<file path="src/rtl/pef_pkg.sv">
// Shared constants, codes and types of the edge-fill polygon rasterizer.
package pef_pkg;

    // Default geometry and storage width
    localparam int FRAME_WIDTH_DEF  = 256;
    localparam int FRAME_HEIGHT_DEF = 256;
    localparam int COLOUR_BITS_DEF  = 24;

    // Fixed field widths of the stream items
    localparam int COORD_W    = 8;
    localparam int COLOUR_W   = 24;
    localparam int BOUND_W    = 9;
    localparam int COUNT_W    = 17;
    localparam int IN_DATA_W  = 56;
    localparam int OUT_DATA_W = 48;

    // Edge accumulator is unsigned Q8.16
    localparam int                  XACC_BITS = 24;
    localparam logic [XACC_BITS:0]  HALF_Q16  = 25'h008000;
    localparam logic [COUNT_W-1:0]  COUNT_MAX = 17'h1FFFF;

    // Action codes carried in tuser
    localparam logic [1:0] ACT_FILL  = 2'd0;
    localparam logic [1:0] ACT_READ  = 2'd1;
    localparam logic [1:0] ACT_WRITE = 2'd2;

    // Configuration register indexes
    localparam logic [1:0] CFG_FILL  = 2'd0;
    localparam logic [1:0] CFG_BACK  = 2'd1;
    localparam logic [1:0] CFG_BOUND = 2'd2;

    localparam logic [COLOUR_W-1:0] FILL_RESET  = 24'h000000;
    localparam logic [COLOUR_W-1:0] BACK_RESET  = 24'hFFFFFF;
    localparam logic [BOUND_W-1:0]  BOUND_RESET = 9'd256;

    // Request to the slope divider
    typedef struct packed {
        logic                 start;
        logic                 neg;
        logic [XACC_BITS-1:0] num;
        logic [COORD_W-1:0]   den;
    } div_req_t;

endpackage

</file>
<file path="src/rtl/pef_div.sv">
// Restoring divider producing the signed Q16 edge slope, one quotient bit per cycle.
module pef_div
    import pef_pkg::*;
(
    input  logic                 clk,
    input  logic                 rst_n,
    input  div_req_t             req,
    output logic                 done,
    output logic [XACC_BITS-1:0] quot
);

    localparam int CNT_W = $clog2(XACC_BITS);
    localparam logic [CNT_W-1:0] CNT_LAST = CNT_W'(XACC_BITS - 1);

    logic                 run_reg;
    logic                 done_reg;
    logic [CNT_W-1:0]     cnt_reg;
    logic [XACC_BITS-1:0] num_reg;
    logic [COORD_W-1:0]   rem_reg;
    logic [COORD_W-1:0]   den_reg;
    logic                 neg_reg;

    logic [COORD_W:0]     rem_sh;
    logic                 ge;
    logic [COORD_W:0]     rem_sub;

    assign rem_sh  = {rem_reg, num_reg[XACC_BITS-1]};
    assign ge      = rem_sh >= {1'b0, den_reg};
    assign rem_sub = rem_sh - {1'b0, den_reg};

    always_ff @(posedge clk or negedge rst_n)
    begin
        if (!rst_n)
        begin
            run_reg  <= 1'b0;
            done_reg <= 1'b0;
            cnt_reg  <= '0;
        end
        else
        begin
            done_reg <= 1'b0;
            if (req.start)
            begin
                run_reg <= 1'b1;
                cnt_reg <= '0;
            end
            else if (run_reg)
            begin
                if (cnt_reg == CNT_LAST)
                begin
                    run_reg  <= 1'b0;
                    done_reg <= 1'b1;
                end
                else
                begin
                    cnt_reg <= cnt_reg + 1'b1;
                end
            end
        end
    end

    // Quotient bits shift in from the bottom as the dividend shifts out of the top
    always_ff @(posedge clk)
    begin
        if (req.start)
        begin
            num_reg <= req.num;
            den_reg <= req.den;
            neg_reg <= req.neg;
            rem_reg <= '0;
        end
        else if (run_reg)
        begin
            num_reg <= {num_reg[XACC_BITS-2:0], ge};
            rem_reg <= ge ? rem_sub[COORD_W-1:0] : rem_sh[COORD_W-1:0];
        end
    end

    assign done = done_reg;
    assign quot = neg_reg ? (~num_reg + 1'b1) : num_reg;

endmodule

</file>
<file path="config.mk">
export PLATFORM = sky130hd
export DESIGN_NAME = pef_div
export DESIGN_NICKNAME = d
export VERILOG_FILES = /design/src/rtl/pef_pkg.sv /design/src/rtl/pef_div.sv
export SDC_FILE = /design/constraint.sdc
export NUM_CORES = 1
export LEC_CHECK = 0
export BUFFER_PORTS_ARGS = -buffer_cell sky130_fd_sc_hd__clkbuf_2
export CORE_MARGIN = 2
export CORE_UTILIZATION = 55
export DETAILED_ROUTE_END_ITERATION = 7
export PLACE_DENSITY = 0.85
export SYNTH_ARGS = -nofsm -noshare
export SYNTH_HDL_FRONTEND = slang
export SYNTH_SLANG_ARGS = --single-unit
</file>
<file path="constraint.sdc">
create_clock -name clk -period 2.5 [get_ports clk]
set_input_delay 0.625 -clock clk [delete_from_list [all_inputs] [get_ports clk]]
set_output_delay 0.625 -clock clk [all_outputs]
set_load 0.03 [all_outputs]
</file>
### Yosys cells after proc, flatten, opt, wreduce, memory -nomap -nowiden

Cells that the tools add are included.

| storage, ports and cells | value |
|---|---|
| bits in registers | 48 |
| bits in latches | 0 |
| RAM bits | 0 |
| ROM bits | 0 |
| input port bits | 36 |
| output and inout bits | 25 |
| word-level logic and storage cells | 29 |
| memories | 0 |

| operators by class | value |
|---|---|
| add/sub/neg operators | 3 |
| multipliers | 0 |
| div/mod/pow operators | 0 |
| magnitude comparators | 1 |
| eq/ne operators | 2 |
| shift operators | 0 |
| mux-type cells | 13 |
| bitwise logic cells | 1 |
| reduce and logical (&&, ||, !) cells | 2 |

Operators by type and width:

| operator | count |
|---|---|
| $mux 24 | 3 |
| $add 24x1->24 const B | 1 |
| $not 24->24 | 1 |
| $mux 5 | 3 |
| $ge 9x8->1 | 1 |
| $mux 8 | 1 |
| $sub 8x8->8 | 1 |
| $mux 1 | 6 |
| $add 5x1->5 const B | 1 |
| $eq 5x5->1 const B | 1 |
| $ne 2x2->1 const B | 1 |
| $reduce_and 2->1 | 1 |
| $reduce_bool 2->1 | 1 |

### Depth between registers and ports, before layout

| depth | value |
|---|---|
| word-level depth | 4 |
| gate-level depth with buffers | 8 |
| depth with buffers taken out | 8 |

### Least setup slack after synthesis

OpenSTA, ideal clock, no wires.

| path | value |
|---|---|
| kind | reg2out |
| start point | register num_reg[11] |
| end point | output quot[22] |
| arrival | 1.968 ns |
| required time | 1.875 ns |
| setup slack | -0.093 ns |
| cell stages (with the launch flop) | 6 |
| path buffers | 0 |
| cell sequence | edfxtp_1 -> or4_4 -> nor4_4 -> nand2_2 -> o41ai_2 -> xnor2_1 |

| between the ends | value |
|---|---|
| cells in the longest elaborated chain, start to end | 3 |

Ends and longest elaborated chain:

| item | line | RTL |
|---|---|---|
| start, declared | pef_div.sv:18 | `logic [XACC_BITS-1:0] num_reg;` |
| start signal, assigned | pef_div.sv:67 | `num_reg <= req.num;` |
| start signal, assigned | pef_div.sv:74 | `num_reg <= {num_reg[XACC_BITS-2:0], ge};` |
| $not 24->24 | pef_div.sv:80 | `assign quot = neg_reg ? (~num_reg + 1'b1) : num_reg;` |
| $add 24x1->24 | pef_div.sv:80 |  |
| $mux 24 | pef_div.sv:80 |  |
| end, declared | pef_div.sv:9 | `output logic [XACC_BITS-1:0] quot` |

Every way passes these cells.

### Worst setup path in the final report

| path | value |
|---|---|
| start point | register num_reg[15] |
| end point | output quot[19] |

Same word-level chain as after synthesis.

==> summary.md <==
| Metric | Value |
|---|---|
| Largest net degree at the start of global routing | 29 |
| Die height | 75.58 um |
| Core area | approximately 5000 sq um |
| Routed len/inst | 15.94 um |
| Total gr overflow | 0 |
| Crit path buf inv count | 1 |
| Port bufs | 60 |
| Largest register FFs | 24 |
| Clock buffer count from CTS | 5 |
| Routed WL | 6.649 mm |
| Share of cells above drive strength 1 | 44.67% |
| Crit path max-delay cell type | or4_4 |
| HPWL Detailed | 4.700 mm |
| Pwr Density | 781.8 nW/um^2 |
| Via count | between 2000 and 2500 |
| Drt drc | 0 |
| First-pass GRT wire length | around 10 mm |
| Design Power | 2948 uW |
| Register area share after synthesis | 47.07% |
| Crit path kind | register to output pin |
| Peak supply drop | 626.3 uV |
| Dpl cells | 402 |
| Final Util | 75.27% |
| Hold_buf cts | 0 |
| All-Layer GR Usage | about a quarter |
| Syn_area_per_cell | 10.96 sq um |
| Setup Viol. Count Final | 19 |
| CTS tree | yes |
| Final ANT Viol Nets | 0 |
| ANT cells | 0 |
| Tmin final | just under 3000 ps |
| Num rows | 26 |
| Asr flop ratio synth | between 10% and 20% |
| Tightest Pin Transition | 579.9 ps |
| Status | complete, but fails checks |
| Yosys warns | 0 |
| Mapped Area | 2818 sq um |
| Setup WS post-layout | -451.6 ps |
| Worst hold-check path type | input port to asynchronous set/reset pin |
| Vias in the first global route | 2267 |
| Post-synth top flop | edfxtp_1 |
| Clock-pin transition on the worst setup and hold timing paths | roughly 90 ps |
| Req. time, crit path | 1880 ps |
| Tcrit/Tclk final | 118.1% |
| Layout Cells excl Fill | about 420 |
| Final hold violations | 0 |
| Die W | between 70 and 80 um |
| Antenna violations before repair | 0 |
| Post-Syn Nets | roughly 300 |
| CTS Buffer Depth | 2 |
| Max-cap viol count | 0 |
| WHS | about 140 ps |
| RSZ-0062 raised after global routing | true |
| Iteration-0 DRC Markers | ~110 |
| Synthesized instance count | 257 |
| Delay-heaviest family, CP | simple AND/OR/NAND/NOR gates |
| CP max stage delay | 560 ps |
| H-tree depth | 2 |
| EDFF count, synth | 33 |
| Flop and latch count out of synthesis | 48 |
| Worst path arrival time | 2330 ps |
| Die area | 5712 sq um |
| Skew-Pair Late Insertion Delay | approximately 300 ps |
| Critical Path Source Type | register |
| Violated checks | setup timing |
| Syn-to-layout area delta | 33.84% |
| Clock tree sinks | 48 |
| Fin nets | 393 |
| First-pass DRT Iterations | 4 |
| Critical path endpoint category | output pin |
| Final slew viol count | 0 |
| Yosys cell types | 44 |
| Avg Vias per Cell | 5.496 |
| Worst Skew | 5.766 ps |
| Root buffer cell | clkbuf_8 |
| Max Fclk | approximately 340 MHz |
| Slew HR | 61.34% |
| Crit Path Max Fanout | 4 |
| IO Pins | 61 |
| CP Cell Sequence | or4_4, nor4_4, nand2_2, o41ai_4, xnor2_2, clkbuf_8 |
| Leak | approximately 0.0016 uW |
| Starting density of the core | 56.24% |
| GPL Wtd Cong | 0.8627 |
## final cells by class
cell class,instances,area [sq um]
Clock inverter,2,35.03
Fill cell,344,1239
Inverter,15,56.30
Multi-Input combinational cell,185,1573
Timing Repair Buffer,91,620.6
Clock buffer,6,72.57
Tap cell,70,87.58
Sequential cell,48,1326
## synthesized netlist by cell type, types with 5 or more instances
cell,n,area [sq um]
o31ai_1,9,67.56
inv_1,15,56.30
a21oi_1,7,35.03
xnor2_1,26,227.7
dfrtp_1,7,175.2
dfxtp_1,8,160.2
xor2_1,5,43.79
ha_1,10,125.1
o21ai_0,14,70.07
nand2b_1,6,37.54
mux2_2,23,259.0
nand2_1,24,90.09
nor2_1,19,71.32
edfxtp_1,33,991.0
## cells in the final DEF, fill, tap and decap left out, types with 5 or more instances in the layout
master    synthesis  layout
mux2_2           23      23
ha_1             10      10
buf_4             1      38
clkbuf_2          0      41
dfxtp_1           8       8
nand2b_1          6       5
clkbuf_8          0       8
inv_1            15      14
xnor2_2           0       8
nand2_1          24      20
xor2_1            5       5
a21oi_1           7       7
xnor2_1          26      18
edfxtp_1         33      33
dfrtp_1           7       7
nor2_1           19      19
o21ai_0          14       8
nand2_2           1       5
## routing by layer
metal	wire length, um	global-route usage, %	up-vias	part of all wire, %
met5	0	0	-	0
met4	144	8.772	0	2.2
met3	243	3.968	13	3.7
met2	3584	43.86	63	54
met1	2676	29.73	1113	40
li1	-	-	1103	-
## power by group
part | switching [uW] | internal (uW) | total, uW
logic | 721 | 597 | 1320
registers | 96.3 | 978 | 1070
clock network | 259 | 297 | 556
total | 1080 | 1870 | 2950
## cell families (layout without fill, tap and decap cells)
logic type                 after synthesis  in the layout  synth area share (%)
AOI/OAI and AO/OA                       44             44                 10.61
xor gates and xnor gates                31             31                 9.636
adders and majority gates               11             11                 5.151
buffers and inverters                   24            114                 3.374
DFF                                     48             48                 47.07
muxes                                   27             27                 10.61
and+or+nand+nor                         72             72                 13.54
## through the flow
| stage | setup TNS (ps) | cell area, sq um | worst slack, ps |
|---|---|---|---|
| after floorplan | -84.67 | 2873 | -38.39 |
| after global routing | -6640 | 3771 | -514.5 |
| final | -5012 | 3771 | -451.6 |
| after detailed placement | -1809 | 3415 | -250.9 |
| after global placement | -927.4 | 3415 | -179.2 |
| after CTS | -5689 | 3674 | -444.0 |
## final timing paths
| path | from | end | slack, ps | depth (start not counted) |
|---|---|---|---|---|
| max | num_reg[15] | quot[19] | -450 | 6 |
| min | rst_n | done | 140 | 1 |
| max reg2reg | den_reg[5] | rem_reg[0] | 230 | 7 |
| min reg2reg | rem_reg[6] | rem_reg[6] | 490 | 2 |
| max in group asynchronous | rst_n | cnt_reg[4] | 2200 | 1 |
| min in group clk | req[4] | den_reg[4] | 490 | 1 |
## what timing repair did
item	in CTS	in global routing
endpoints found under the setup margin	18	22
pin swaps	7	2
buffers inserted	2	5
resized for setup	35	29
## worst reg2reg max path, cell delays in order, from the launching register on
cell	delay [ps]
edfxtp_1	340
inv_1	40
ha_1	390
nand3_1	140
o221ai_1	240
a21o_1	430
mux2_2	410
a211oi_1	220
Power figures use the tool's default switching activity.
